--- src/rtl/mwc_pkg.sv ---
// mwc_pkg: shared types, constants and codes of the multi-weight combiner.
// Used by every file in rtl/; depends on nothing.

package mwc_pkg;

  // Field widths
  localparam int VAL_W      = 16;  // signed Q8.8 evaluator value / weight
  localparam int TERM_W     = 24;  // floor(value * weight / 256) always fits
  localparam int DATA_W     = 32;  // signed Q24.8 result
  localparam int NUM_VALS   = 4;   // value fields per slot
  localparam int S_DATA_W   = NUM_VALS * VAL_W;

  // Evaluator limit: smaller of the evaluator count and the value fields
  localparam int MAX_EVALS  = 4;
  localparam int EVAL_LIM   = (MAX_EVALS < NUM_VALS) ? MAX_EVALS : NUM_VALS;
  localparam int IDX_W      = (EVAL_LIM > 1) ? $clog2(EVAL_LIM) : 1;

  // Slot grouping
  localparam int MAX_SLOTS_DEF = 16;

  // Configuration registers
  localparam int MODE_W     = 3;
  localparam int SPC_W      = 5;
  localparam int NACT_W     = 3;
  localparam int CFG_IDX_W  = 3;
  localparam int CFG_DATA_W = 16;
  localparam logic [SPC_W-1:0]  SPC_RST  = SPC_W'(7);
  localparam logic [NACT_W-1:0] NACT_RST = NACT_W'(1);

  // Q8.8 one, start value of the product
  localparam logic signed [DATA_W-1:0] ONE_Q8 = DATA_W'(256);

  // Queue between front and back
  localparam int QDEPTH     = 4;

  typedef enum logic [CFG_IDX_W-1:0] {
    CFG_MODE = 3'd0,
    CFG_SPC  = 3'd1,
    CFG_NACT = 3'd2,
    CFG_WA   = 3'd3,
    CFG_WB   = 3'd4,
    CFG_WC   = 3'd5,
    CFG_WD   = 3'd6
  } cfg_idx_e;

  typedef enum logic [MODE_W-1:0] {
    MODE_ADD     = 3'd0,
    MODE_ADD_BLK = 3'd1,
    MODE_MUL     = 3'd2,
    MODE_MAX     = 3'd3,
    MODE_MAX_BLK = 3'd4,
    MODE_MIN     = 3'd5
  } mode_e;

  // Merge operation decided by the front
  typedef enum logic [2:0] {
    OP_SUM  = 3'd0,
    OP_MUL  = 3'd1,
    OP_MAX  = 3'd2,
    OP_MIN  = 3'd3,
    OP_ZERO = 3'd4
  } op_e;

  typedef logic signed [TERM_W-1:0] term_t;

  typedef struct packed {
    logic [MODE_W-1:0]                  mode;
    logic [SPC_W-1:0]                   spc;
    logic [NACT_W-1:0]                  nact;
    logic [NUM_VALS-1:0][VAL_W-1:0]     weights;
  } cfg_t;

  // One classified slot as it waits in the queue
  typedef struct packed {
    op_e                                op;
    logic                               zero_slot;  // blocked slot, value forced to 0
    logic                               cumulate;   // output the running cell sum
    logic                               first;      // first slot of a cell
    logic                               last;       // last slot of a cell
    logic [IDX_W-1:0]                   last_idx;   // active evaluators minus one
    logic [NUM_VALS-1:0][TERM_W-1:0]    terms;
  } entry_t;

  typedef struct packed {
    logic full;
    logic empty;
  } q_status_t;

endpackage

--- src/rtl/mwc_back.sv ---
// mwc_back: merges the terms of the queue head, iterates the product, keeps
// the running cell sum and holds the output register. Depends on mwc_pkg.

module mwc_back (
  input  logic                          clk_i,
  input  logic                          rst_ni,
  input  mwc_pkg::entry_t               head_i,
  input  mwc_pkg::q_status_t            q_status_i,
  output logic                          pop_o,
  output logic                          m_axis_tvalid_o,
  input  logic                          m_axis_tready_i,
  output logic [mwc_pkg::DATA_W-1:0]    m_axis_tdata_o,
  output logic                          m_axis_tlast_o
);

  localparam int DW   = mwc_pkg::DATA_W;
  localparam int TW   = mwc_pkg::TERM_W;
  localparam int MulW = DW + TW;

  typedef enum logic [2:0] {
    ST_IDLE = 3'b001,
    ST_MUL  = 3'b010,
    ST_ACC  = 3'b100
  } state_e;

  state_e                       state_q, state_d;
  logic [mwc_pkg::IDX_W-1:0]    idx_q, idx_d;
  logic signed [DW-1:0]         slot_q, slot_d;
  logic signed [DW-1:0]         cell_sum_q, cell_sum_d;
  logic                         out_valid_q, out_valid_d;
  logic [DW-1:0]                out_data_q, out_data_d;
  logic                         out_last_q, out_last_d;

  logic signed [TW-1:0]         t [mwc_pkg::NUM_VALS];
  logic signed [TW+1:0]         sum_all;
  logic signed [TW-1:0]         max01, max23, max_all;
  logic signed [TW-1:0]         min01, min23, min_all;
  logic signed [DW-1:0]         merged;
  logic signed [TW-1:0]         mul_term;
  logic signed [MulW-1:0]       mul_prod;
  logic signed [MulW-1:0]       mul_shr;
  logic signed [DW-1:0]         mul_sat;
  logic signed [DW:0]           acc_wide;
  logic signed [DW-1:0]         acc_sat;
  logic signed [DW-1:0]         new_sum;
  logic                         out_free;

  // Combinational merges over the four terms (inactive ones already neutral)
  always_comb begin
    for (int i = 0; i < mwc_pkg::NUM_VALS; i++) begin
      t[i] = $signed(head_i.terms[i]);
    end
    sum_all = ((TW+2)'(t[0]) + (TW+2)'(t[1])) + ((TW+2)'(t[2]) + (TW+2)'(t[3]));
    max01   = (t[1] > t[0]) ? t[1] : t[0];
    max23   = (t[3] > t[2]) ? t[3] : t[2];
    max_all = (max23 > max01) ? max23 : max01;
    min01   = (t[1] < t[0]) ? t[1] : t[0];
    min23   = (t[3] < t[2]) ? t[3] : t[2];
    min_all = (min23 < min01) ? min23 : min01;
    unique case (head_i.op)
      mwc_pkg::OP_SUM: merged = DW'(sum_all);
      mwc_pkg::OP_MAX: merged = DW'(max_all);
      mwc_pkg::OP_MIN: merged = DW'(min_all);
      default:         merged = '0;
    endcase
    if (head_i.zero_slot) begin
      merged = '0;
    end
  end

  // One product step: sat32(floor(slot * term / 256))
  always_comb begin
    mul_term = $signed(head_i.terms[idx_q]);
    mul_prod = slot_q * mul_term;
    mul_shr  = mul_prod >>> 8;
    if ((mul_shr[MulW-1:DW-1] == '0) || (mul_shr[MulW-1:DW-1] == '1)) begin
      mul_sat = mul_shr[DW-1:0];
    end else begin
      mul_sat = mul_shr[MulW-1] ? {1'b1, {(DW-1){1'b0}}} : {1'b0, {(DW-1){1'b1}}};
    end
  end

  // Running cell sum with saturation
  always_comb begin
    acc_wide = (DW+1)'(cell_sum_q) + (DW+1)'(slot_q);
    if (acc_wide[DW] != acc_wide[DW-1]) begin
      acc_sat = acc_wide[DW] ? {1'b1, {(DW-1){1'b0}}} : {1'b0, {(DW-1){1'b1}}};
    end else begin
      acc_sat = acc_wide[DW-1:0];
    end
    new_sum = head_i.first ? slot_q : acc_sat;
  end

  assign out_free = !out_valid_q || m_axis_tready_i;

  // Sequencer
  always_comb begin
    state_d     = state_q;
    idx_d       = idx_q;
    slot_d      = slot_q;
    cell_sum_d  = cell_sum_q;
    out_valid_d = out_valid_q && !m_axis_tready_i;
    out_data_d  = out_data_q;
    out_last_d  = out_last_q;
    pop_o       = 1'b0;
    unique case (state_q)
      ST_IDLE: begin
        if (!q_status_i.empty) begin
          if (head_i.op == mwc_pkg::OP_MUL) begin
            slot_d  = mwc_pkg::ONE_Q8;
            idx_d   = '0;
            state_d = ST_MUL;
          end else begin
            slot_d  = merged;
            state_d = ST_ACC;
          end
        end
      end
      ST_MUL: begin
        slot_d = mul_sat;
        if (idx_q == head_i.last_idx) begin
          state_d = ST_ACC;
        end else begin
          idx_d = idx_q + mwc_pkg::IDX_W'(1);
        end
      end
      ST_ACC: begin
        if (out_free) begin
          cell_sum_d  = new_sum;
          out_valid_d = 1'b1;
          out_data_d  = head_i.cumulate ? new_sum : slot_q;
          out_last_d  = head_i.last;
          pop_o       = 1'b1;
          state_d     = ST_IDLE;
        end
      end
      default: begin
        state_d = ST_IDLE;
      end
    endcase
  end

  always_ff @(posedge clk_i or negedge rst_ni) begin
    if (!rst_ni) begin
      state_q     <= ST_IDLE;
      idx_q       <= '0;
      cell_sum_q  <= '0;
      out_valid_q <= 1'b0;
    end else begin
      state_q     <= state_d;
      idx_q       <= idx_d;
      cell_sum_q  <= cell_sum_d;
      out_valid_q <= out_valid_d;
    end
  end

  // Payload registers
  always_ff @(posedge clk_i) begin
    slot_q     <= slot_d;
    out_data_q <= out_data_d;
    out_last_q <= out_last_d;
  end

  assign m_axis_tvalid_o = out_valid_q;
  assign m_axis_tdata_o  = out_data_q;
  assign m_axis_tlast_o  = out_last_q;

endmodule

--- config.mk ---
export PLATFORM = sky130hd
export DESIGN_NAME = mwc_back
export DESIGN_NICKNAME = d
export VERILOG_FILES = /design/src/rtl/mwc_pkg.sv /design/src/rtl/mwc_back.sv
export SDC_FILE = /design/constraint.sdc
export NUM_CORES = 2
export LEC_CHECK = 0
export BUFFER_PORTS_ARGS = -buffer_cell sky130_fd_sc_hd__buf_2
export CORE_ASPECT_RATIO = 2
export CORE_UTILIZATION = 40
export CTS_BUF_LIST = sky130_fd_sc_hd__clkbuf_4
export DETAILED_ROUTE_END_ITERATION = 12
export PLACE_DENSITY = 0.53
export SYNTH_ARGS = -nofsm -noshare
export SYNTH_HDL_FRONTEND = slang
export SYNTH_SLANG_ARGS = --single-unit
--- constraint.sdc ---
create_clock -name clk_i -period 29.3 [get_ports clk_i]
set_input_delay 5.86 -clock clk_i [delete_from_list [all_inputs] [get_ports clk_i]]
set_output_delay 5.86 -clock clk_i [all_outputs]
set_load 0.01 [all_outputs]
# == Word level (Yosys, flattened, before mapping) ==
# Cells that the tools add are included.
# totals
reg_bits,103
in_bits,110
output_inout_bits,35
word_cells,78
# classes
add_sub_neg,5
mul,1
order_cmp,7
eq_ne,14
mux,32
reduce_logical,12
# op_table
cell,count
$mux 32,9
$mux 24,7
$pmux 32 s3,1
$gt 24x24->1,3
$lt 24x24->1,3
$pmux 32 s2,1
$mul 32x24->56,1
$add 24x24->25,2
$bmux 24 s2,1
$add 32x32->33,1
$add 25x25->26,1
$eq 25x25->1 const B,1
$logic_not 25->1,1
$mux 3,4
$ne 2x2->1 const B,5
$eq 3x2->1 const B,3
$pmux 3 s3,1
$eq 3x1->1 const B,2
$mux 2,3
$mux 1,4
$pmux 2 s2,1
$reduce_and 2->1,2
$reduce_and 4->1,1
$eq 3x3->1 const B,1
other kinds (10),12

# == Logic depth before layout (Yosys ltp) ==
# logic_depth
ltp_word,9
depth_mapped,34
depth_no_buf,28

# == Least setup slack after synthesis ==
# No wires, ideal clock.
# synth_path
path_type,input to register
startpoint,in head_i[72] (netlist name)
endpoint,reg slot_q[20] (data pin)
setup_ns,0.272
t_arrival_ns,14.153
t_required_ns,29.028
slack_ns,14.875
stages,29
n_path_buf,2
cell_sequence,mux4_2 clkbuf_1 nand2_1 inv_1 fa_1 fa_1 inv_1 fa_1 inv_1 fa_1 inv_1 fa_1 inv_1 fa_1 inv_1 fa_1 inv_1 ha_1 clkbuf_1 and3_1 nand2_1 nor3_1 a211oi_1 a2111oi_0 mux2i_1 or3_1 or4b_4 o21ba_1 or4_1
# synth_via
elab_chain_len,9
word_cells_on_any_way,23
cone_classes,2 x add/sub; 1 x mul; 4 x order compare; 1 x eq/ne; 13 x mux; 2 x reduce/logical
# synth_rtl
element,line,rtl
start: declaration,mwc_back.sv:7,"input mwc_pkg::entry_t head_i,"
"parallel branches: the longest is 8 deep, another holds $mul 32x24->56",-,
$pmux 32 s2 *,mwc_back.sv:106,unique case (state_q)
named net slot_d[20],mwc_back.sv:28,"logic signed [DW-1:0] slot_q, slot_d;"
end signal: assignment,mwc_back.sv:159,slot_q <= slot_d;
end: declaration,mwc_back.sv:28,
# Mark *: on every way through the listed nets, which the timed path passes. The select of a mux whose other input is x is not followed.
# A chain may end at the register's enable or synchronous reset.

# == Final worst setup path ==
# layout_path
startpoint,in head_i[0] (netlist name)
endpoint,reg slot_q[20] (data pin)
# layout_via
elab_chain_len,9
word_cells_on_any_way,23
cone_classes,2 x add/sub; 1 x mul; 4 x order compare; 1 x eq/ne; 13 x mux; 2 x reduce/logical
# layout_rtl
element,line
"parallel branches: the longest is 8 deep, another holds $mul 32x24->56",-
$pmux 32 s2 *,mwc_back.sv:106
named net slot_d[20],mwc_back.sv:28
# Marks and branches as above.

==> results_dict.tcl <==
set metrics [dict create \
    status "completed" \
    synth_nets 5875 \
    postRouteAntennaNets 0 \
    critPathMaxFanout 32 \
    hold_violations 0 \
    fin_crit_sh_pct 54.5 \
    crit_arrival_ns 16.34 \
    post_cts_buffers 0 \
    required_ns 29.67 \
    grt_max_degree 70 \
    root_buffer "clkbuf_4" \
    grt_pass1_vias 36700 \
    syn_to_final_growth_pct 5.46 \
    die_h_microns 454 \
    synth_most_common_cell "inv_1" \
    clk_path_buf_depth 2 \
    worst_pin_slew_ns 1.13 \
    netlist_area_sq_um 40800 \
    synth-seq-cells 103 \
    rsz0062_at_grt "false" \
    dr.pass1.iters 5 \
    ys.flop_type "edfxtp_1" \
    vias 32700 \
    dieArea_sq_um 103000 \
    io_pins 145 \
    cts_sinks 103 \
    wl_microns 133000 \
    dp_hpwl_microns 109000 \
    yosys.area.top_type "fa_1" \
    initial_utilization_pct 40.3 \
    hold_class "flop to flop" \
    max_slew_margin_pct 22.6 \
    syn-instance-count 4635 \
    synth_enable_flop_cells 65 \
    numCtsBuffers 9 \
    cp-end-kind "flop" \
    avgRoutedWirePerCell_microns 22.3 \
    fin_nets 5853 \
    fmax_ghz 0.0626 \
    yosys-top-cells-count "inv_1, fa_1, nand2_1" \
    finClkSkew_ns 0.0362 \
    maxCapViolations 0 \
    netlist-cell-type-count 84 \
    cts_hold_buf 0 \
    worstSkewPairLatency_ns 0.63 \
    yosys-top-cells-area "fa_1, ha_1, inv_1" \
    critPathLaunchType "input pin" \
    gr-total-overflow 0 \
    antenna_found_initial 3 \
    gp_congestion 0.979 \
    finalMaxSlewViolations 0 \
    cts.clk_slew.worst_paths_ns 0.21 \
    ys_seq_area_share_pct 7.12 \
    yosys_warnings 0 \
    grt_pass1_wl_microns 208000 \
    cts_tree "done" \
    die_width_microns 228 \
    drc 0 \
    rows 165 \
    numPortBuffers 143 \
    cts-resized-gates 0 \
    async_flop_share_pct 36.9 \
    synth_top_area_share_pct 40.8 \
    crit_type "input pin to flop" \
    synth_area_per_cell_sq_um 8.80 \
    fin_crit_ns 15.97 \
    core_area_sq_um 101000 \
    cts_max_level 3 \
    vias_per_cell 5.49 \
    finalSetupViolCount 0 \
    drtIter0Drc 1736 \
    final.setup.tns_ns 0 \
    grt_use_total_pct 26.5 \
    drive_gt1_share_pct 6.32 \
]
-- final timing paths --
kind,cells after the start,start,slack (ns),to
max in group asynchronous,2,rst_ni,23.44,idx_q[0]$_DFFE_PN0P_
min,2,cell_sum_q[9]$_DFFE_PN0P_,0.53,cell_sum_q[9]$_DFFE_PN0P_
min in group asynchronous,2,rst_ni,5.30,cell_sum_q[7]$_DFFE_PN0P_
max reg2reg,27,idx_q[0]$_DFFE_PN0P_,17.78,slot_q[20]$_DFFE_PP_
max,28,head_i[0],13.33,slot_q[20]$_DFFE_PP_
min reg2reg,2,cell_sum_q[9]$_DFFE_PN0P_,0.53,cell_sum_q[9]$_DFFE_PN0P_
-- flip-flops by register name, indices dropped and copies added, names as in the netlist --
register,count
cell_sum_q,32
idx_q,2
m_axis_tdata_o,32
m_axis_tlast_o,1
m_axis_tvalid_o,1
slot_q,32
state_q,3
-- kinds of logic after synthesis --
logic type	Yosys count	synth area share (%)
muxes	69	2.45
xor gates and xnor gates	101	2.17
buffers and inverters	1107	10.2
adders and majority gates	1131	50.0
DFF	103	7.12
and+or+nand+nor	1388	16.6
AOI/OAI and AO/OA	736	11.5
-- routing by layer --
| metal | vias up | part of all wire [%] | track usage, % |
|---|---|---|---|
| li1 | 14700 | - | - |
| met1 | 16800 | 34 | 26.8 |
| met2 | 861 | 57 | 53.5 |
| met3 | 344 | 2.7 | 1.53 |
| met4 | 0 | 5.9 | 14.1 |
| met5 | - | 0 | 0 |
-- stage by stage --
step	hold slack [ns]	setup slack (ns)	area [sq um]	util [%]	instances
2_1_floorplan	0.454	14.88	40800	-	4635
3_3_place_gp	0.470	12.66	42900	42.4	5938
3_5_place_dp	0.485	12.67	42900	42.4	5938
4_1_cts	0.530	13.30	43000	42.5	5954
5_1_grt	0.552	12.97	43000	42.5	5956
6_report	0.526	13.33	43000	42.5	5958
-- worst max-delay path, stage by stage --
cell,delay [ns]
buf_2,0.16
mux4_2,0.48
buf_4,0.28
nand2_1,0.17
inv_1,0.10
fa_1,0.64
fa_1,0.70
inv_1,0.24
fa_1,0.54
inv_1,0.05
fa_1,0.48
fa_1,0.51
fa_1,0.51
inv_1,0.06
fa_1,0.48
inv_1,0.04
ha_1,0.49
nand4_1,0.21
nor4_1,0.88
and4b_1,0.33
a21boi_1,0.60
nor2_1,0.17
o21bai_1,0.21
xnor2_1,0.19
o2111ai_1,0.18
or4b_4,0.59
o21ba_1,0.51
or4_1,0.63
-- final cells by class --
cell class / count / area (sq um)
Inverter: 864 / 3250
Multi-Input combinational cell: 3425 / 33800
Timing Repair Buffer: 210 / 1220
Sequential cell: 103 / 2910
Clock buffer: 9 / 67.6
Clock inverter: 7 / 90.1
Fill cell: 10400 / 58100
Antenna cell: 4 / 10.0
Tap cell: 1336 / 1670
-- placed cells by master, fill, tap and decap left out, types with 35 or more instances in the layout --
master / Yosys / layout
ha_1: 298 / 298
inv_1: 863 / 862
dfrtp_1: 37 / 36
edfxtp_1: 65 / 65
fa_1: 832 / 832
nor3_1: 36 / 35
a21oi_1: 191 / 190
o211ai_1: 45 / 45
buf_4: 1 / 67
and2_1: 357 / 357
and3_1: 40 / 40
mux2i_1: 38 / 37
nand2_1: 599 / 599
nor2_1: 158 / 158
nand3_1: 37 / 37
nand4_1: 44 / 44
o21ai_0: 215 / 214
buf_2: 0 / 143
a21o_1: 46 / 46
xnor2_1: 66 / 66
Power is not shown: default switching activity piles up to over one toggle a cycle in this logic, so the estimate is an artifact.
