File: config.mk
export PLATFORM = sky130hd
export DESIGN_NAME = mwc_front
export DESIGN_NICKNAME = d
export VERILOG_FILES = /design/src/rtl/mwc_pkg.sv /design/src/rtl/mwc_front.sv
export SDC_FILE = /design/constraint.sdc
export NUM_CORES = 2
export LEC_CHECK = 0
export ABC_AREA = 0
export BUFFER_PORTS_ARGS = -buffer_cell sky130_fd_sc_hd__buf_2
export CORE_AREA = 2 2 300 302
export DETAILED_ROUTE_END_ITERATION = 10
export DIE_AREA = 0 0 302 304
export HOLD_SLACK_MARGIN = 0.06
export PLACE_DENSITY = 0.68
export SYNTH_ARGS = -nofsm -noshare
export SYNTH_HDL_FRONTEND = slang
export SYNTH_SLANG_ARGS = --single-unit
File: constraint.sdc
create_clock -name clk_i -period 12.4 [get_ports clk_i]
set_input_delay 2.48 -clock clk_i [delete_from_list [all_inputs] [get_ports clk_i]]
set_output_delay 2.48 -clock clk_i [all_outputs]
set_load 0.02 [all_outputs]
File: src/rtl/mwc_pkg.sv
// mwc_pkg: shared types, constants and codes of the multi-weight combiner.
// Used by every file in rtl/; depends on nothing.

package mwc_pkg;

  // Field widths
  localparam int VAL_W      = 16;  // signed Q8.8 evaluator value / weight
  localparam int TERM_W     = 24;  // floor(value * weight / 256) always fits
  localparam int DATA_W     = 32;  // signed Q24.8 result
  localparam int NUM_VALS   = 4;   // value fields per slot
  localparam int S_DATA_W   = NUM_VALS * VAL_W;

  // Evaluator limit: smaller of the evaluator count and the value fields
  localparam int MAX_EVALS  = 4;
  localparam int EVAL_LIM   = (MAX_EVALS < NUM_VALS) ? MAX_EVALS : NUM_VALS;
  localparam int IDX_W      = (EVAL_LIM > 1) ? $clog2(EVAL_LIM) : 1;

  // Slot grouping
  localparam int MAX_SLOTS_DEF = 16;

  // Configuration registers
  localparam int MODE_W     = 3;
  localparam int SPC_W      = 5;
  localparam int NACT_W     = 3;
  localparam int CFG_IDX_W  = 3;
  localparam int CFG_DATA_W = 16;
  localparam logic [SPC_W-1:0]  SPC_RST  = SPC_W'(7);
  localparam logic [NACT_W-1:0] NACT_RST = NACT_W'(1);

  // Q8.8 one, start value of the product
  localparam logic signed [DATA_W-1:0] ONE_Q8 = DATA_W'(256);

  // Queue between front and back
  localparam int QDEPTH     = 4;

  typedef enum logic [CFG_IDX_W-1:0] {
    CFG_MODE = 3'd0,
    CFG_SPC  = 3'd1,
    CFG_NACT = 3'd2,
    CFG_WA   = 3'd3,
    CFG_WB   = 3'd4,
    CFG_WC   = 3'd5,
    CFG_WD   = 3'd6
  } cfg_idx_e;

  typedef enum logic [MODE_W-1:0] {
    MODE_ADD     = 3'd0,
    MODE_ADD_BLK = 3'd1,
    MODE_MUL     = 3'd2,
    MODE_MAX     = 3'd3,
    MODE_MAX_BLK = 3'd4,
    MODE_MIN     = 3'd5
  } mode_e;

  // Merge operation decided by the front
  typedef enum logic [2:0] {
    OP_SUM  = 3'd0,
    OP_MUL  = 3'd1,
    OP_MAX  = 3'd2,
    OP_MIN  = 3'd3,
    OP_ZERO = 3'd4
  } op_e;

  typedef logic signed [TERM_W-1:0] term_t;

  typedef struct packed {
    logic [MODE_W-1:0]                  mode;
    logic [SPC_W-1:0]                   spc;
    logic [NACT_W-1:0]                  nact;
    logic [NUM_VALS-1:0][VAL_W-1:0]     weights;
  } cfg_t;

  // One classified slot as it waits in the queue
  typedef struct packed {
    op_e                                op;
    logic                               zero_slot;  // blocked slot, value forced to 0
    logic                               cumulate;   // output the running cell sum
    logic                               first;      // first slot of a cell
    logic                               last;       // last slot of a cell
    logic [IDX_W-1:0]                   last_idx;   // active evaluators minus one
    logic [NUM_VALS-1:0][TERM_W-1:0]    terms;
  } entry_t;

  typedef struct packed {
    logic full;
    logic empty;
  } q_status_t;

endpackage

File: src/rtl/mwc_front.sv
// mwc_front: accepts slots, scales the values by their weights, counts slots
// within a cell and classifies the merge. Depends on mwc_pkg.

module mwc_front #(
  parameter int MAX_SLOTS = mwc_pkg::MAX_SLOTS_DEF
) (
  input  logic                           clk_i,
  input  logic                           rst_ni,
  input  mwc_pkg::cfg_t                  cfg_i,
  input  logic                           s_axis_tvalid_i,
  output logic                           s_axis_tready_o,
  input  logic [mwc_pkg::S_DATA_W-1:0]   s_axis_tdata_i,
  input  mwc_pkg::q_status_t             q_status_i,
  output logic                           push_o,
  output mwc_pkg::entry_t                entry_o
);

  localparam int PosW = $clog2(MAX_SLOTS);
  localparam int CmpW = (PosW + 1 > mwc_pkg::SPC_W) ? PosW + 1 : mwc_pkg::SPC_W;

  logic                                  accept;
  logic [PosW-1:0]                       pos_q, pos_d;
  logic [CmpW-1:0]                       spc_eff;
  logic [CmpW-1:0]                       pos_inc;
  logic                                  last;
  logic [mwc_pkg::NACT_W-1:0]            nact;
  logic                                  allowed;
  logic                                  blocked_mode;
  logic signed [mwc_pkg::VAL_W-1:0]      vals [mwc_pkg::NUM_VALS];
  logic signed [2*mwc_pkg::VAL_W-1:0]    prods [mwc_pkg::NUM_VALS];
  mwc_pkg::term_t                        terms [mwc_pkg::NUM_VALS];

  // Handshake: take a transfer whenever the queue has room
  assign s_axis_tready_o = !q_status_i.full;
  assign accept          = s_axis_tvalid_i && !q_status_i.full;
  assign push_o          = accept;

  // Clamp the configured counts into their legal ranges
  always_comb begin
    if (cfg_i.spc == '0) begin
      spc_eff = CmpW'(1);
    end else if (CmpW'(cfg_i.spc) > CmpW'(MAX_SLOTS)) begin
      spc_eff = CmpW'(MAX_SLOTS);
    end else begin
      spc_eff = CmpW'(cfg_i.spc);
    end
    if (cfg_i.nact == '0) begin
      nact = mwc_pkg::NACT_W'(1);
    end else if (cfg_i.nact > mwc_pkg::NACT_W'(mwc_pkg::EVAL_LIM)) begin
      nact = mwc_pkg::NACT_W'(mwc_pkg::EVAL_LIM);
    end else begin
      nact = cfg_i.nact;
    end
  end

  // Scale each value: floor(v * w / 256)
  always_comb begin
    for (int i = 0; i < mwc_pkg::NUM_VALS; i++) begin
      vals[i]  = $signed(s_axis_tdata_i[i*mwc_pkg::VAL_W +: mwc_pkg::VAL_W]);
      prods[i] = vals[i] * $signed(cfg_i.weights[i]);
      terms[i] = mwc_pkg::term_t'(prods[i][2*mwc_pkg::VAL_W-1:8]);
    end
  end

  // Slot is allowed only if every active value is strictly positive
  always_comb begin
    allowed = 1'b1;
    for (int i = 0; i < mwc_pkg::NUM_VALS; i++) begin
      if ((mwc_pkg::NACT_W'(i) < nact) && (vals[i] <= 0)) begin
        allowed = 1'b0;
      end
    end
  end

  // Classify the merge and build the queue entry
  always_comb begin
    entry_o.cumulate = 1'b0;
    blocked_mode     = 1'b0;
    unique case (mwc_pkg::mode_e'(cfg_i.mode))
      mwc_pkg::MODE_ADD: begin
        entry_o.op = mwc_pkg::OP_SUM;
      end
      mwc_pkg::MODE_ADD_BLK: begin
        entry_o.op       = mwc_pkg::OP_SUM;
        entry_o.cumulate = 1'b1;
        blocked_mode     = 1'b1;
      end
      mwc_pkg::MODE_MUL: begin
        entry_o.op       = mwc_pkg::OP_MUL;
        entry_o.cumulate = 1'b1;
      end
      mwc_pkg::MODE_MAX: begin
        entry_o.op = mwc_pkg::OP_MAX;
      end
      mwc_pkg::MODE_MAX_BLK: begin
        entry_o.op       = mwc_pkg::OP_MAX;
        entry_o.cumulate = 1'b1;
        blocked_mode     = 1'b1;
      end
      mwc_pkg::MODE_MIN: begin
        entry_o.op       = mwc_pkg::OP_MIN;
        entry_o.cumulate = 1'b1;
      end
      default: begin
        entry_o.op = mwc_pkg::OP_ZERO;
      end
    endcase
    entry_o.zero_slot = blocked_mode && !allowed;
    entry_o.last_idx  = mwc_pkg::IDX_W'(nact - mwc_pkg::NACT_W'(1));
    entry_o.first     = (pos_q == '0);
    entry_o.last      = last;

    // Inactive terms: zero for the sum, a copy of term 0 for max and min
    for (int i = 0; i < mwc_pkg::NUM_VALS; i++) begin
      if (mwc_pkg::NACT_W'(i) < nact) begin
        entry_o.terms[i] = terms[i];
      end else if (entry_o.op == mwc_pkg::OP_MAX || entry_o.op == mwc_pkg::OP_MIN) begin
        entry_o.terms[i] = terms[0];
      end else begin
        entry_o.terms[i] = '0;
      end
    end
  end

  // Slot position within the cell
  assign pos_inc = CmpW'(pos_q) + CmpW'(1);
  assign last    = (pos_inc >= spc_eff);

  always_comb begin
    pos_d = pos_q;
    if (accept) begin
      pos_d = last ? '0 : pos_inc[PosW-1:0];
    end
  end

  always_ff @(posedge clk_i or negedge rst_ni) begin
    if (!rst_ni) begin
      pos_q <= '0;
    end else begin
      pos_q <= pos_d;
    end
  end

endmodule

* Word level (Yosys, flattened, before mapping) *
Cells that the tools add are included.

storage, ports and cells
  register bits after elaboration = 4
  input bits = 144
  output and inout port bits = 107
  word-level logic and storage cells = 59

cells by class
  add/subtract/negate cells = 2
  multipliers = 4
  order comparisons = 11
  eq/ne operators = 7
  mux-type cells = 17
  reduce and logical (&&, ||, !) cells = 17

operators by type and width
  kind                                                             count
  multiplier 16 x 16 -> 32 bit                                     4
  2-to-1 mux 24 bit                                                5
  less-or-equal comparator 16 x 1 -> 1 bit, second input constant  4
  == test 3 x 2 -> 1 bit, second input constant                    4
  case mux 3 bit (4 select lines)                                  1
  2-to-1 mux 5 bit                                                 2
  == test 3 bit, second input constant                             2
  logical AND 1 bit                                                6
  zero test 3 bit                                                  2
  < comparator 1 x 3 -> 1 bit, first input constant                2
  < comparator 2 x 3 -> 1 bit, first input constant                2
  2-to-1 mux 1 bit                                                 6
  2-to-1 mux 3 bit                                                 2
  OR reduction 2 bit                                               3
  adder 4 x 1 -> 5 bit, second input constant                      1
  >= comparator 5 bit                                              1
  greater-than comparator 5 bit, second input constant             1
  zero test 5 bit                                                  1
  zero test 4 bit                                                  1
  2-to-1 mux 4 bit                                                 1
  OR reduction 4 bit                                               1
  == test 3 x 1 -> 1 bit, second input constant                    1
  greater-than comparator 3 bit, second input constant             1
  zero test 1 bit                                                  2
  2 further kinds                                                  2

* Longest topological paths before layout *
  word-level depth = 11
  depth in mapped cells = 25
  gate-level depth less buffers = 24

* Worst setup path before layout *
No wires, ideal clock.

  path kind = input to output
  start = input port s_axis_tdata_i[15] in the netlist's numbering
  end = output port entry_o[70] in the netlist's numbering
  arrival = 8.611 ns
  data required time = 9.920 ns
  path slack = 1.309 ns
  stages = 21
  path buffers = 1
  cells stage by stage = clkbuf_1 > nand2_1 > inv_1 > fa_1 > fa_1 > fa_1 > fa_1 > fa_1 > inv_1 > fa_1 > inv_1 > ha_1 > a21oi_1 > o21ai_0 > a21o_1 > a21o_1 > a2111oi_4 > o311ai_4 > nand2_1 > xnor2_1 > a22o_1

RTL lines
  what         line             RTL
  from (decl)  mwc_front.sv:12  input logic [mwc_pkg::S_DATA_W-1:0] s_axis_tdata_i,
  to (decl)    mwc_front.sv:15  output mwc_pkg::entry_t entry_o

==> impl_metrics.py <==
metrics = {
    "setup_path": {
        "worstPathCellList": "buf_2 > nand2_1 > inv_1 > fa_1 > fa_1 > fa_1 > fa_1 > fa_1 > inv_1 > fa_1 > inv_1 > ha_1 > and3_1 > a221oi_1 > o211ai_1 > nor3_1 > o21ai_2 > and3_1 > nor3_2 > mux2_2 > buf_2",
        "crit_required_ps": 9920,
        "cp_data_arrival_time_ps": 9450,
        "cp_max_fo": 17,
        "cp_common_cell": "fa_1",
        "critPathLaunchType": "input pin",
        "r2r_start": "pos_q[0]$_DFFE_PN0P_",
        "worstRegToRegCells": 11,
        "worst-path-buf-inv": 5,
        "worstSetupPathType": "input pin to output pin",
        "slowest_stage": "fa_1",
        "cp_num_cells": 21,
        "path_delay_family": "adder cells",
        "r2r_end": "pos_q[2]$_DFFE_PN0P_",
        "cpPeakStageDelay_ps": 770,
        "worstSetupEndpointType": "output pin",
        "reg2reg_slack_ps": 10210,
    },
    "routing": {
        "via_count": 29300,
        "drtIter0Drc": 1510,
        "drc": 0,
        "ant_nets": 0,
        "vias_per_cell": 5.14,
        "wl_mm": 104,
        "wl_per_cell_um": 18.3,
        "first_pass_iters": 5,
    },
    "worst_hold_path": {
        "min_from": "pos_q[3]$_DFFE_PN0P_",
        "hold_path.class": "flop to flop",
        "hold_end": "pos_q[3]$_DFFE_PN0P_",
        "hold_depth": 2,
    },
    "timing": {
        "clock_skew_ps": 2.19,
        "fmax_ghz": 0.0838,
        "hold_violations": 0,
        "worst_hold_slack_ps": 545,
        "slew-limit-headroom": 0.370,
        "setup_tns_ps": 0,
        "final.period_utilization": 0.962,
        "drv_slew": 0,
        "setup_viol": 0,
        "rsz0062_at_grt": "no",
        "worst_pin_slew_ps": 939,
        "finalCriticalPeriod_ps": 11930,
    },
    "synthesis": {
        "syn_area_per_cell_sq_um": 8.99,
        "synth_cell_types": 74,
        "synthesis.area_sq_mm": 0.0394,
        "synth_nets": 5901,
        "ys_seq_area_frac": 0.00254,
        "ys_ff_latch": 4,
        "async_flop_share": 1.00,
        "synth_edf_count": 0,
        "synth_warnings": 0,
        "synth_top_area_frac": 0.530,
        "synth_cells": 4390,
        "synth_flop_cell": "dfrtp_1",
        "synth_top_area_cell": "fa_1",
        "synthTopCellsByArea": "fa_1 (53%), inv_1 (11%), ha_1 (10%)",
    },
    "floorplan": {
        "coreArea_sq_mm": 0.0890,
        "ios": 251,
        "num_rows": 110,
        "die_area_sq_mm": 0.0918,
        "fp.dieH_um": 304,
        "fp.dieW_um": 302,
        "initial_core_util": 0.443,
    },
    "grt": {
        "grt.total_usage": 0.240,
        "globalRouteMet3Util": 0.0382,
        "grt_remaining_overflow": 0,
        "antenna_found_initial": 15,
        "grt_first_pass_wirelength_mm": 173,
        "grt_pass1_vias": 32700,
        "top_usage_layer": "met2",
        "met2_usage": 0.412,
        "grt_max_degree": 40,
        "use_met1": 0.321,
    },
    "clocking": {
        "clk_root_buffer_cell": "clkbuf_16",
        "cts_buffers": 3,
        "cts_tree": "built",
        "cts.sinks": 4,
        "cts_resized": 0,
        "cts_buffer_depth": 2,
        "path_clk_slew_ps": 30,
        "clock_latency_ps": 220,
        "ctsHoldBuffers": 0,
        "post_cts_buffers": 0,
        "cts_htree_levels": 1,
    },
    "layout": {
        "regMostFlops": "pos_q",
        "nets": 6036,
        "num-fill-cells": 8577,
        "fin_util": 0.471,
        "syn_to_final_growth_pct": 6.25,
        "top_regs": "pos_q (4)",
        "largest_reg_flops": 4,
        "layout-drive-gt1-share": 0.0688,
        "design_area_sq_mm": 0.0419,
    },
    "status": {
        "status": "completed",
    },
    "place": {
        "placed_area_sq_mm": 0.0418,
        "place_congestion": 0.879,
        "dpl.hpwl_mm": 87.8,
        "io_buffers": 249,
    },
    "run": {
        "drv_cap": 0,
    },
}
-- metrics by stage --
step | setup WS (ps) | instances
after floorplan | 1310 | 4390
after global placement | 466 | 5696
after detailed placement | 408 | 5696
after CTS | 383 | 5699
after global routing | 141 | 5703
final | 468 | 5704
-- worst reg2reg max path: stages (launching register included) --
cell	delay, ps
dfrtp_1	400
inv_1	90
ha_1	330
ha_1	280
a21o_1	150
a21oi_1	140
nor2b_1	50
o21ai_0	140
nand2b_1	160
nor2_1	160
nand2_1	60
o21ai_0	150
-- kinds of logic after synthesis --
| family | after synthesis | synth area share |
|---|---|---|
| mux | 10 | 0.00279 |
| simple gates | 1267 | 0.157 |
| buf+inv | 1330 | 0.127 |
| fa+ha+maj | 1367 | 0.632 |
| compound gates | 296 | 0.0526 |
| xor+xnor | 116 | 0.0259 |
| flops | 4 | 0.00254 |
-- metal layers --
layer	vias to the layer above	wire, um
li1	13000	-
met1	15300	43300
met2	857	51700
met3	145	7370
met4	4	2080
met5	-	21
-- cells in the mapped netlist, types with 3 or more instances --
library cell and number:
inv_1 1184, fa_1 1044, nand2_1 579, and2_1 447, ha_1 323, clkbuf_1 142
nor2_1 96, xnor2_1 78, o21ai_0 64, a21oi_1 61, a21o_1 38, xor2_1 37
nand2b_1 28, nor3_1 23, nand3_1 22, a31oi_1 15, nand4_1 15, nor4_1 15
o21a_1 15, a22o_1 13, and3_1 12, o211ai_1 11, or3_1 10, mux2_2 8
nor2b_1 8, a211oi_1 7, a21boi_0 7, a41oi_1 7, o31ai_1 7, a2111oi_0 4
dfrtp_1 4, o21bai_1 4, a211o_1 3, o21ai_1 3, o21ai_2 3, o31a_1 3
-- worst max path at each step --
stage	from	end	slack, ps
after global placement	s_axis_tdata_i[15]	entry_o[46]	470
after CTS	s_axis_tdata_i[15]	entry_o[46]	380
after detailed placement	s_axis_tdata_i[15]	entry_o[46]	410
after global routing	s_axis_tdata_i[15]	entry_o[46]	140
final	s_axis_tdata_i[15]	entry_o[43]	470
after floorplan	s_axis_tdata_i[15]	entry_o[70]	1310
-- placed cells by master (no fill, tap or decap), types with 4 or more instances in the layout --
master	Yosys	final
nor3_1	23	23
nand2_1	579	579
nand3_1	22	22
a21boi_0	7	7
buf_2	1	249
o21bai_1	4	4
o21ai_0	64	64
a22o_1	13	13
nand4_1	15	15
diode_2	0	5
dfrtp_1	4	4
nor2b_1	8	8
nor2_1	96	95
fa_1	1044	1044
buf_4	1	27
o31ai_1	7	7
a41oi_1	7	7
ha_1	323	323
mux2_2	8	8
nor4_1	15	15
and2_1	447	447
nand2b_1	28	28
a21oi_1	61	59
a21o_1	38	38
o21a_1	15	15
and3_1	12	12
xor2_1	37	37
a2111oi_0	4	4
inv_1	1184	1184
xnor2_1	78	78
a31oi_1	15	15
a211oi_1	7	7
or3_1	10	10
o211ai_1	11	11
-- layout make-up --
| type | count | area (sq um) | share of cell area |
|---|---|---|---|
| tap | 1176 | 1470 | 0.0351 |
| timing repair buffer | 276 | 1450 | 0.0346 |
| multi-input combinational | 3056 | 34400 | 0.820 |
| clock buffer | 3 | 75.1 | 0.00179 |
| sequential | 4 | 100 | 0.00239 |
| inverter | 1184 | 4440 | 0.106 |
| antenna | 5 | 12.5 | 0.000299 |
Power is not shown: default switching activity piles up to over one toggle a cycle in this logic, so the estimate is an artifact.
