[config.mk]
export PLATFORM = sky130hd
export DESIGN_NAME = mwc_queue
export DESIGN_NICKNAME = d
export VERILOG_FILES = /design/src/rtl/mwc_pkg.sv /design/src/rtl/mwc_queue.sv
export SDC_FILE = /design/constraint.sdc
export NUM_CORES = 1
export LEC_CHECK = 0
export BUFFER_PORTS_ARGS = -buffer_cell sky130_fd_sc_hd__buf_2
export CAP_MARGIN = 20
export CORE_UTILIZATION = 61
export DETAILED_ROUTE_END_ITERATION = 7
export MAX_ROUTING_LAYER = met4
export PLACE_DENSITY = 0.84
export SKIP_LAST_GASP = 1
export SLEW_MARGIN = 30
export SYNTH_ARGS = -nofsm -noshare
export SYNTH_HDL_FRONTEND = slang
export SYNTH_SLANG_ARGS = --single-unit
[constraint.sdc]
create_clock -name clk_i -period 7.8 [get_ports clk_i]
set_input_delay 0.78 -clock clk_i [delete_from_list [all_inputs] [get_ports clk_i]]
set_output_delay 0.78 -clock clk_i [all_outputs]
set_load 0.01 [all_outputs]
[src/rtl/mwc_pkg.sv]
// mwc_pkg: shared types, constants and codes of the multi-weight combiner.
// Used by every file in rtl/; depends on nothing.

package mwc_pkg;

  // Field widths
  localparam int VAL_W      = 16;  // signed Q8.8 evaluator value / weight
  localparam int TERM_W     = 24;  // floor(value * weight / 256) always fits
  localparam int DATA_W     = 32;  // signed Q24.8 result
  localparam int NUM_VALS   = 4;   // value fields per slot
  localparam int S_DATA_W   = NUM_VALS * VAL_W;

  // Evaluator limit: smaller of the evaluator count and the value fields
  localparam int MAX_EVALS  = 4;
  localparam int EVAL_LIM   = (MAX_EVALS < NUM_VALS) ? MAX_EVALS : NUM_VALS;
  localparam int IDX_W      = (EVAL_LIM > 1) ? $clog2(EVAL_LIM) : 1;

  // Slot grouping
  localparam int MAX_SLOTS_DEF = 16;

  // Configuration registers
  localparam int MODE_W     = 3;
  localparam int SPC_W      = 5;
  localparam int NACT_W     = 3;
  localparam int CFG_IDX_W  = 3;
  localparam int CFG_DATA_W = 16;
  localparam logic [SPC_W-1:0]  SPC_RST  = SPC_W'(7);
  localparam logic [NACT_W-1:0] NACT_RST = NACT_W'(1);

  // Q8.8 one, start value of the product
  localparam logic signed [DATA_W-1:0] ONE_Q8 = DATA_W'(256);

  // Queue between front and back
  localparam int QDEPTH     = 4;

  typedef enum logic [CFG_IDX_W-1:0] {
    CFG_MODE = 3'd0,
    CFG_SPC  = 3'd1,
    CFG_NACT = 3'd2,
    CFG_WA   = 3'd3,
    CFG_WB   = 3'd4,
    CFG_WC   = 3'd5,
    CFG_WD   = 3'd6
  } cfg_idx_e;

  typedef enum logic [MODE_W-1:0] {
    MODE_ADD     = 3'd0,
    MODE_ADD_BLK = 3'd1,
    MODE_MUL     = 3'd2,
    MODE_MAX     = 3'd3,
    MODE_MAX_BLK = 3'd4,
    MODE_MIN     = 3'd5
  } mode_e;

  // Merge operation decided by the front
  typedef enum logic [2:0] {
    OP_SUM  = 3'd0,
    OP_MUL  = 3'd1,
    OP_MAX  = 3'd2,
    OP_MIN  = 3'd3,
    OP_ZERO = 3'd4
  } op_e;

  typedef logic signed [TERM_W-1:0] term_t;

  typedef struct packed {
    logic [MODE_W-1:0]                  mode;
    logic [SPC_W-1:0]                   spc;
    logic [NACT_W-1:0]                  nact;
    logic [NUM_VALS-1:0][VAL_W-1:0]     weights;
  } cfg_t;

  // One classified slot as it waits in the queue
  typedef struct packed {
    op_e                                op;
    logic                               zero_slot;  // blocked slot, value forced to 0
    logic                               cumulate;   // output the running cell sum
    logic                               first;      // first slot of a cell
    logic                               last;       // last slot of a cell
    logic [IDX_W-1:0]                   last_idx;   // active evaluators minus one
    logic [NUM_VALS-1:0][TERM_W-1:0]    terms;
  } entry_t;

  typedef struct packed {
    logic full;
    logic empty;
  } q_status_t;

endpackage

[src/rtl/mwc_queue.sv]
// mwc_queue: short FIFO of classified slots between front and back.
// Depends on mwc_pkg.

module mwc_queue (
  input  logic               clk_i,
  input  logic               rst_ni,
  input  logic               push_i,
  input  mwc_pkg::entry_t    entry_i,
  input  logic               pop_i,
  output mwc_pkg::entry_t    head_o,
  output mwc_pkg::q_status_t status_o
);

  localparam int PtrW = $clog2(mwc_pkg::QDEPTH);
  localparam int CntW = $clog2(mwc_pkg::QDEPTH + 1);

  mwc_pkg::entry_t  mem [mwc_pkg::QDEPTH];
  logic [PtrW-1:0]  wr_ptr_q, wr_ptr_d;
  logic [PtrW-1:0]  rd_ptr_q, rd_ptr_d;
  logic [CntW-1:0]  count_q, count_d;

  assign status_o = '{full:  (count_q == CntW'(mwc_pkg::QDEPTH)),
                      empty: (count_q == '0)};
  assign head_o   = mem[rd_ptr_q];

  // Pointer and fill count update
  always_comb begin
    wr_ptr_d = wr_ptr_q;
    rd_ptr_d = rd_ptr_q;
    count_d  = count_q;
    if (push_i) begin
      wr_ptr_d = (wr_ptr_q == PtrW'(mwc_pkg::QDEPTH - 1)) ? '0 : wr_ptr_q + PtrW'(1);
    end
    if (pop_i) begin
      rd_ptr_d = (rd_ptr_q == PtrW'(mwc_pkg::QDEPTH - 1)) ? '0 : rd_ptr_q + PtrW'(1);
    end
    priority if (push_i && !pop_i) begin
      count_d = count_q + CntW'(1);
    end else if (pop_i && !push_i) begin
      count_d = count_q - CntW'(1);
    end
  end

  always_ff @(posedge clk_i or negedge rst_ni) begin
    if (!rst_ni) begin
      wr_ptr_q <= '0;
      rd_ptr_q <= '0;
      count_q  <= '0;
    end else begin
      wr_ptr_q <= wr_ptr_d;
      rd_ptr_q <= rd_ptr_d;
      count_q  <= count_d;
    end
  end

  // Storage, no reset needed
  always_ff @(posedge clk_i) begin
    if (push_i) begin
      mem[wr_ptr_q] <= entry_i;
    end
  end

endmodule

# Word-level counts from Yosys, hierarchy flattened
# Memory sizes are Yosys's and may differ from the RTL's.
# Cells that the tools add are included.
[totals]
reg_bits = 7
mem_bits_rw = 420
input_bits = 109
output_inout_bits = 107
n_memories = 1
[mem_list]
columns = ["name", "depth", "word_bits", "read_ports", "rd_ports_with_merged_regs", "write_ports", "line", "rtl"]
rows = [
  ["mem", 4, 105, 1, 0, 1, "mwc_queue.sv:17", "mwc_pkg::entry_t mem [mwc_pkg::QDEPTH];"],
]
[op_classes]
addsub = 4
n_eq_ne = 3
mux = 6
n_reduce_logical = 6
[ops]
columns = ["op", "count"]
rows = [
  ["3-bit 2-to-1 mux", 2],
  ["2-bit by 1-bit adder with 2-bit output (second input constant)", 2],
  ["2-bit equality test (second input constant)", 2],
  ["2-bit 2-to-1 mux", 2],
  ["3-bit by 1-bit adder with 3-bit output (second input constant)", 1],
  ["3-bit equality test (second input constant)", 1],
  ["3-bit logical NOT", 1],
  ["3-bit by 1-bit subtractor with 3-bit output (second input constant)", 1],
  ["1-bit logical AND", 2],
  ["1-bit logical NOT", 2],
  ["1-bit 2-to-1 mux", 2],
  ["2-bit nonzero test", 1],
]

# Longest topological paths before layout
# Gate-level depths: netlist of run 1.
[depth]
ltp_word = 4
depth_mapped = 7
depth_no_buf = 7

# Worst setup path before layout of run 1
# OpenSTA, ideal clock, no wires.
[synth_timing]
kind = "input-to-reg"
from = "input port push_i"
to = "memory mem[2][0] in the netlist's numbering (enable)"
setup_ns = 0.476
t_arrival_ns = 3.200
slack_ns = 4.124
path_stages = 1
path_buffers = 0
path_cell_list = "and2_1"
[synth_between]
elab_chain_len = 2
[synth_lines]
columns = ["item", "line", "rtl"]
rows = [
  ["from (decl)", "mwc_queue.sv:7", "input logic push_i,"],
  ["1-bit 2-to-1 mux", "mwc_queue.sv:58", "if (push_i) begin"],
  ["1-bit 2-to-1 mux (implied by the code)", "mwc_queue.sv:59", "mem[wr_ptr_q] <= entry_i;"],
  ["to (decl)", "mwc_queue.sv:17", ""],
]
# No other way between the ends.

==> results_dict.tcl, run 1 <==
set metrics [dict create \
    drc 0 \
    slowest_delay_ns 0.92 \
    finalSetupViolCount 0 \
    nets 943 \
    synth_fa_ha_area_share_pct 0.6119 \
    r2r_cells 4 \
    min_period_ns 3.612 \
    layout_commonest_cell "edfxtp_1" \
    hold_buffers 0 \
    cts_made_buffers 41 \
    synth.yosys.seq_area_share_pct 82.29 \
    synth_cell_types 20 \
    io_pins 216 \
    via_count 6902 \
    crit_path_top_delay_cell "dfrtp_4" \
    cts-root-buf "clkbuf_16" \
    ys.warnings.count 0 \
    grt_pass1_vias 7396 \
    start_kind "flip-flop" \
    worstMarginPinSlew_ns 0.9373 \
    clk_latency_ns 0.51 \
    path_max_fanout 54 \
    core_area_um2 25110 \
    cts_sinks 427 \
    synth_top_area_share_pct 81.16 \
    globalplace.congestion 0.7405 \
    total_power_mw 6.783 \
    wl_mm 28.60 \
    hp-class "primary input to asynchronous set/reset pin" \
    grt_pass1_wl_mm 42.76 \
    ys_ff_latch 427 \
    rows 58 \
    muxShareOfSynthArea_pct 15.43 \
    cp.depth 3 \
    final-hold-violation-count 0 \
    synthToLayoutAreaGrowth_pct 17.47 \
    crit_type "flip-flop to output port" \
    fin_tns_setup_ns 0 \
    netlist_area_um2 15540 \
    cap_violations 0 \
    first_iter_violations 552 \
    fin_skew_ns 0.008962 \
    io_buffers 215 \
    ant_nets 0 \
    htree_levels 2 \
    required_ns 7.02 \
    cts_tree "yes" \
    fin_crit_sh_pct 46.30 \
    utilization_pct 72.70 \
    dieHeight_um 161.6 \
    synth_area_per_cell_um2 26.52 \
    status "complete, no violations" \
    slew_headroom_pct 37.51 \
    synth_cells 586 \
    cp_num_buf_inv 2 \
    initial_utilization_pct 61.89 \
    avgViaCountPerCell 5.810 \
    die_area_um2 26120 \
    layout_setup_ws_ns 4.188 \
    antenna_found_initial 4 \
    worstSetupEndpointType "output port" \
    ys_top_cells_by_area "edfxtp_1 81%, mux4_2 15%, dfrtp_1 1.1%" \
    drive_gt1_share_pct 45.90 \
    first_pass_iters 5 \
    syn_nets 702 \
    p_leak_nw 6.245 \
    cp_data_arrival_time_ns 2.83 \
    hold_slack_ns 0.09446 \
    path_delay_family "flip-flops" \
    yosys.area_share.simple_pct 0.3623 \
    grt_overflow 0 \
    post-cts-setup-buffer-count 0 \
    powerDensity_nw_per_um2 371.6 \
    max_freq_mhz 276.9 \
    cts-resized-gates 0 \
    final_cell_mix "420 x edfxtp_1, 215 x buf_2, 105 x mux4_2" \
    hpwlAfterDp_mm 16.38 \
    synth-xor-area-share_pct 0.1691 \
    synth_top_family_by_area "multiplexers" \
    rsz0062_at_grt "no" \
    die_x_um 161.6 \
    ir_drop_mv 0.2520 \
    cp_cell_sequence "buf_4 > mux4_2 > buf_2" \
    synth_top_area_cell "edfxtp_1" \
    avgRoutedWirePerCell_um 24.07 \
    clkTransAtPathRegs_ns 0.06 \
    synth_compound_area_share_pct 0.06441 \
    clock_path_buffers 3 \
    track_usage_pct 23.10 \
    finalMaxSlewViolations 0 \
    pre_cts_ws_ns 4.669 \
    grt_max_degree 67 \
]
layout make-up:
| cell class | instances | area [µm²] |
|---|---|---|
| sequential | 427 | 12790 |
| fill | 1442 | 6854 |
| multi-input combinational | 131 | 2596 |
| clock buffer | 54 | 1157 |
| timing repair buffer | 222 | 1140 |
| tap | 330 | 412.9 |
| clock inverter | 16 | 128.9 |
| inverter | 4 | 15.01 |
| antenna | 4 | 10.01 |
report_power, final:
group	switching [mW]	total, mW	internal, mW
Clock	0.765	1.87	1.10
Combinational	0.939	1.78	0.845
Sequential	0.182	3.13	2.95
state kept, by name, summed over array words and instances, names as in the netlist:
| name | flops |
|---|---|
| count_q | 3 |
| mem | 420 |
| rd_ptr_q | 2 |
| wr_ptr_q | 2 |
synth_stat cells (all sizes together):
cell / number
nor3b: 1
edfxtp: 420
dfrtp: 7
fa: 1
ha: 6
mux2: 3
inv: 4
and2: 4
xnor2: 1
nor2: 3
nand2: 2
nor3: 1
buf: 19
clkbuf: 5
mux4: 105
xor2: 2
o21ai: 2
cell families after synthesis:
logic type,after synthesis
XOR/XNOR,3
AND/OR/NAND/NOR,11
buffers and inverters,28
AO/OA/AOI/OAI,2
multiplexers,108
adder cells (fa/ha/maj),7
flip-flops,427
worst paths after layout:
kind | endpoint | slack (ns) | from
setup / recovery | head_o[29] | 4.19 | rd_ptr_q[1]
hold / removal | rd_ptr_q[1] | 0.09 | rst_ni
setup reg to reg | mem[2][13] | 5.28 | wr_ptr_q[0]
hold reg to reg | count_q[2] | 0.51 | count_q[2]
max in group asynchronous | rd_ptr_q[0] | 7.51 | rst_ni
min in group clk_i | mem[2][26] | 0.47 | entry_i[26]
stage by stage:
step | instances | cell area (µm²)
6_report | 1188 | 18260
5_1_grt | 1188 | 18260
4_1_cts | 1184 | 18230
3_5_place_dp | 1114 | 16950
3_3_place_gp | 1114 | 16950
2_1_floorplan | 586 | 15540
worst register-to-register path: cells and delay by family (launching register included):
kind | cells | cell delay (ns)
adders and majority gates | 1 | 0.15
buffers and inverters | 2 | 0.95
DFF | 1 | 0.43
and+or+nand+nor | 1 | 0.55
metal layers:
metal  part of all wire [%]  vias up  global-route usage [%]
met3                    7.4       45                   5.675
met1                     38     3576                   28.91
met5                      0        -                       -
li1                       -     3015                       -
met4                    2.0        0                   6.475
met2                     53      266                   38.11
No activity file was read; power rests on OpenSTA's default activity.
==> run 2, diff against run 1 <==
--- a/config.mk
+++ b/config.mk
@@ -7,10 +7,10 @@
 export LEC_CHECK = 0
 export BUFFER_PORTS_ARGS = -buffer_cell sky130_fd_sc_hd__buf_2
 export CAP_MARGIN = 20
-export CORE_UTILIZATION = 61
+export CORE_UTILIZATION = 51
 export DETAILED_ROUTE_END_ITERATION = 7
 export MAX_ROUTING_LAYER = met4
-export PLACE_DENSITY = 0.84
+export PLACE_DENSITY = 0.75
 export SKIP_LAST_GASP = 1
 export SLEW_MARGIN = 30
 export SYNTH_ARGS = -nofsm -noshare
==> constraint.sdc (replaced) <==
create_clock -name clk_i -period 2.9 [get_ports clk_i]
set_input_delay 0.29 -clock clk_i [delete_from_list [all_inputs] [get_ports clk_i]]
set_output_delay 0.29 -clock clk_i [all_outputs]
set_load 0.01 [all_outputs]
==> run 2 against run 1 <==
- sequential share of layout area shrank 5.1 points
- routed wire length is 2.5% higher
- global-route usage down 3.2 points
- sequential power rose to 2.7 times the previous value
- cell count rose by 15%
- clock-buffer cell count up 1
- non-clock buffer count increased by 118
- worst setup slack worse by 3.9 ns
- combinational power rose to 2.9 times the previous value
- hold slack worse by 0.070 ns
- design area grew 7.9%
- sequential cell count unchanged
==> results_dict.tcl, run 2 (synthesis gave the netlist of run 1 again) <==
set metrics [dict create \
    rows 63 \
    place_area_um2 17280 \
    max_freq_mhz 382.3 \
    hold_slack_ns 0.02490 \
    start_kind "flip-flop" \
    ir_drop_mv 0.6221 \
    track_usage_pct 19.91 \
    p_leak_nw 6.816 \
    first_pass_iters 4 \
    hp-class "primary input to flip-flop" \
    grt_max_degree 61 \
    avgRoutedWirePerCell_um 21.38 \
    die_area_um2 31170 \
    design_area_um2 19700 \
    fin_tns_setup_ns 0 \
    rsz0062_at_grt "no" \
    crit_type "flip-flop to output port" \
    cts-root-buf "clkbuf_16" \
    antenna_found_initial 3 \
    final_cell_mix "420 x edfxtp_1, 215 x buf_2, 105 x mux4_2, 105 x dlygate4sd3_1, 44 x clkbuf_16" \
    fin_skew_ns 0.01016 \
    fin_crit_sh_pct 90.20 \
    drive_gt1_share_pct 41.51 \
    globalplace.congestion 0.6993 \
    cp_data_arrival_time_ns 2.33 \
    utilization_pct 66.11 \
    cts_made_buffers 43 \
    hpwlAfterDp_mm 17.69 \
    synthToLayoutAreaGrowth_pct 26.76 \
    powerDensity_nw_per_um2 955.6 \
    register_area_um2 12790 \
    avgViaCountPerCell 5.368 \
    final-hold-violation-count 0 \
    top_register "mem" \
    finalSetupViolCount 0 \
    required_ns 2.61 \
    finalMaxSlewViolations 0 \
    nets 1063 \
    min_period_ns 2.616 \
    layout_commonest_cell "edfxtp_1" \
    die_x_um 176.6 \
    worstSetupEndpointType "output port" \
    ant_nets 0 \
    hold_buffers 105 \
    htree_levels 2 \
    grt_pass1_wl_mm 44.98 \
    grt_overflow 0 \
    core_area_um2 29800 \
    io_buffers 215 \
    grt_pass1_vias 7914 \
    cts-resized-gates 0 \
    post-cts-setup-buffer-count 0 \
    reg_top3 "mem: 420 flops, count_q: 3 flops" \
    cts_tree "yes" \
    worstMarginPinSlew_ns 0.5512 \
    cts_sinks 427 \
    io_pins 216 \
    path_max_fanout 26 \
    drc 0 \
    dieHeight_um 176.6 \
    clk_latency_ns 0.53 \
    n_fill_cell 1882 \
    slew_headroom_pct 63.25 \
    cap_violations 0 \
    wl_mm 29.31 \
    clkTransAtPathRegs_ns 0.06 \
    largest_register_ffs 420 \
    via_count 7359 \
    status "complete, no violations" \
    initial_utilization_pct 52.15 \
    multi_input_area_um2 2596 \
    first_iter_violations 639 \
    clock_path_buffers 3 \
]
## run 2: changes by cell type in the layout (fill, tap and decap cells not counted), sizes merged, moves of 2 or more
cell / delta
bufinv: +2
buf: +13
dlygate4sd3: +105
clkinvlp: +2
## run 2: final timing paths
path / startpoint / to / depth (start not counted) / slack [ns]
worst max-delay path: rd_ptr_q[0] / head_o[60] / 3 / 0.28
worst min-delay path: entry_i[53] / mem[2][53] / 1 / 0.02
worst max register to register: rd_ptr_q[1] / rd_ptr_q[1] / 3 / 1.08
worst min register to register: count_q[2] / count_q[2] / 1 / 0.51
max in group asynchronous: rst_ni / rd_ptr_q[0] / 2 / 2.56
min in group asynchronous: rst_ni / rd_ptr_q[1] / 2 / 0.15
## run 2: per-layer routing
layer | GRT usage [%] | vias to the layer above | wire (µm) | share of wire, %
met5 | - | - | 0 | 0
met4 | 5.029 | 0 | 480 | 1.6
li1 | - | 3271 | - | -
met1 | 25.63 | 3818 | 11820 | 40
met2 | 32.42 | 228 | 15140 | 52
met3 | 4.436 | 42 | 1873 | 6.4
## run 2: cell type report
class	count	share of cell area, %
Clock inverter	21	1.092
Sequential cell	427	64.95
Multi-Input combinational cell	131	13.18
Tap cell	390	2.477
Timing Repair Buffer	340	12.39
Antenna cell	3	0.03811
Clock buffer	55	5.799
Inverter	4	0.07622
## run 2: report_power, final
group / switching, mW / total (mW) / internal (mW)
Sequential: 0.442 / 8.35 / 7.91
Clock: 2.16 / 5.30 / 3.14
Combinational: 2.61 / 5.18 / 2.57
## run 2: critical path, cell delays in order, from the launching register on
cell and delay (ns):
dfrtp_4 0.78, buf_12 0.30, mux4_2 0.54, buf_2 0.16
## run 2: metrics by stage
step	total power, mW	worst slack (ns)	instances
CTS	19.05	0.1967	1368
global route	19.67	0.1373	1371
global placement	13.53	0.7890	1187
finish	18.82	0.2841	1371
detailed placement	13.64	0.7621	1187
floorplan	11.62	0.5406	586
==> run 3, diff against run 2 <==
--- a/config.mk
+++ b/config.mk
@@ -11,6 +11,7 @@
 export DETAILED_ROUTE_END_ITERATION = 7
 export MAX_ROUTING_LAYER = met4
 export PLACE_DENSITY = 0.75
+export REMOVE_ABC_BUFFERS = 1
 export SKIP_LAST_GASP = 1
 export SLEW_MARGIN = 30
 export SYNTH_ARGS = -nofsm -noshare
==> run 3 against run 2 <==
- sequential share of layout area decreased by 0.058 points
- total power rose by 0.40%
- design area hardly changed
- cell count is 0.22% lower
- hold slack improved by 0.073 ns
- largest cell class unchanged
==> results_dict.tcl, run 3 (synthesis gave the netlist of run 1 again) <==
set metrics [dict create \
    clock_power_share_pct 28.4 \
    p_seq_share_pct 44.1 \
    n_fill_cell 1894 \
    core_area_um2 29800 \
    io_buffers 215 \
    globalplace.congestion 0.6967 \
    first_pass_iters 4 \
    first_iter_violations 510 \
    slew_headroom_pct 62.75 \
    synthToLayoutAreaGrowth_pct 26.88 \
    post-cts-setup-buffer-count 0 \
    combPwrFrac_pct 27.5 \
    fin_skew_ns 0.007722 \
    hp-class "primary input to flip-flop" \
    hpwlAfterDp_mm 17.16 \
    drive_gt1_share_pct 41.91 \
    crit_path_top_delay_cell "dfrtp_4" \
    slowest_delay_ns 0.78 \
    fin_crit_sh_pct 91.57 \
    rsz0062_at_grt "no" \
    start_kind "flip-flop" \
    die_x_um 176.6 \
    p_leak_nw 6.833 \
    final-hold-violation-count 0 \
    max_freq_mhz 376.6 \
    largest_register_ffs 420 \
    utilization_pct 66.17 \
    htree_levels 2 \
    cts_sinks 427 \
    finalSetupViolCount 0 \
    cp_data_arrival_time_ns 2.37 \
    design_area_um2 19720 \
    rrSetupSlack_ns 1.06 \
    cp_cell_sequence "buf_4 > mux4_2 > buf_2" \
    initial_utilization_pct 52.15 \
    layout_commonest_cell "edfxtp_1" \
    final_cell_mix "420 x edfxtp_1, 215 x buf_2, 106 x dlygate4sd3_1" \
    clk_latency_ns 0.53 \
    powerDensity_nw_per_um2 958.6 \
    io_pins 216 \
    clkTransAtPathRegs_ns 0.06 \
    ir_drop_mv 0.6644 \
    via_count 7377 \
    register_area_um2 12790 \
    multi_input_area_um2 2596 \
    grt_overflow 0 \
    top_register "mem" \
    nets 1060 \
    ant_nets 0 \
    die_area_um2 31170 \
    grt_pass1_wl_mm 44.62 \
    grt_max_degree 50 \
    cts_made_buffers 43 \
    avgRoutedWirePerCell_um 21.54 \
    wl_mm 29.47 \
    reg_top3 "mem: 420 flops, count_q: 3 flops" \
    status "complete, no violations" \
    pre_cts_ws_ns 0.7454 \
    grt_pass1_vias 7856 \
    clock_path_buffers 3 \
    power.switching_mw 5.220 \
    min_period_ns 2.656 \
    layout_setup_ws_ns 0.2443 \
    dieHeight_um 176.6 \
    place_area_um2 17250 \
    cts_tree "yes" \
    worstMarginPinSlew_ns 0.5588 \
    avgViaCountPerCell 5.393 \
    swShare_pct 27.62 \
    finalMaxSlewViolations 0 \
    rows 63 \
    hold_slack_ns 0.09798 \
    worstSetupEndpointType "output port" \
    power.internal_mw 13.68 \
    cts-root-buf "clkbuf_16" \
    cap_violations 0 \
    path_max_fanout 25 \
    antenna_found_initial 2 \
    total_power_mw 18.90 \
    drc 0 \
    track_usage_pct 19.93 \
    required_ns 2.61 \
    crit_type "flip-flop to output port" \
]
## run 3: changes by cell type in the layout (fill, tap and decap cells not counted), moves of 2 or more
cell      before  now
clkinv_1       8   10
clkbuf_1      11    3
buf_4          7    3
clkinv_2       5    8
clkbuf_8       0    5
## run 3: cell type report
cell class                 count  area share [%]
antenna                        2         0.02538
clock buffer                  53           6.118
clock inverter                24          0.9709
inverter                       4         0.07615
multi-input combinational    131           13.17
sequential                   427           64.89
tap                          390           2.475
timing repair buffer         337           12.27
## run 3: what timing repair did
action,4_1_cts,5_1_grt
hold buffers,106,0
gates resized for setup,0,0
hold endpoints to repair,427,0
## run 3: power groups by stage
stage | Combinational, mW | Sequential, mW | Clock [mW]
floorplan | 2.73 | 8.71 | 0
global route | 5.59 | 8.44 | 5.69
global placement | 5.13 | 8.42 | 0
detailed placement | 5.16 | 8.48 | 0
CTS | 5.31 | 8.36 | 5.48
finish | 5.20 | 8.34 | 5.36
## run 3: metrics by stage
step | instances | setup TNS (ns)
after floorplan | 562 | -484.74
after CTS | 1366 | 0
after global placement | 1183 | 0
after global routing | 1368 | 0
after detailed placement | 1183 | 0
final | 1368 | 0
## run 3: critical path: cells and delay by family (launching register included)
kind | cells | cell delay [ns]
buf+inv | 2 | 0.50
mux | 1 | 0.54
flops | 1 | 0.78
## run 3: per-layer routing
layer  GRT usage [%]  vias up  share of wire [%]
li1                -     3255                  -
met1           25.38     3840                 41
met2           32.97      236                 51
met3           3.876       46                5.9
met4           5.424        0                1.7
met5               -        -                  0
## run 3: worst paths after layout
kind / from / to / cells after the start
max: rd_ptr_q[0] / head_o[9] / 3
min: pop_i / rd_ptr_q[0] / 2
max reg2reg: wr_ptr_q[0] / mem[0][67] / 4
min reg2reg: count_q[2] / count_q[2] / 1
max in group asynchronous: rst_ni / rd_ptr_q[0] / 2
min in group asynchronous: rst_ni / count_q[2] / 2
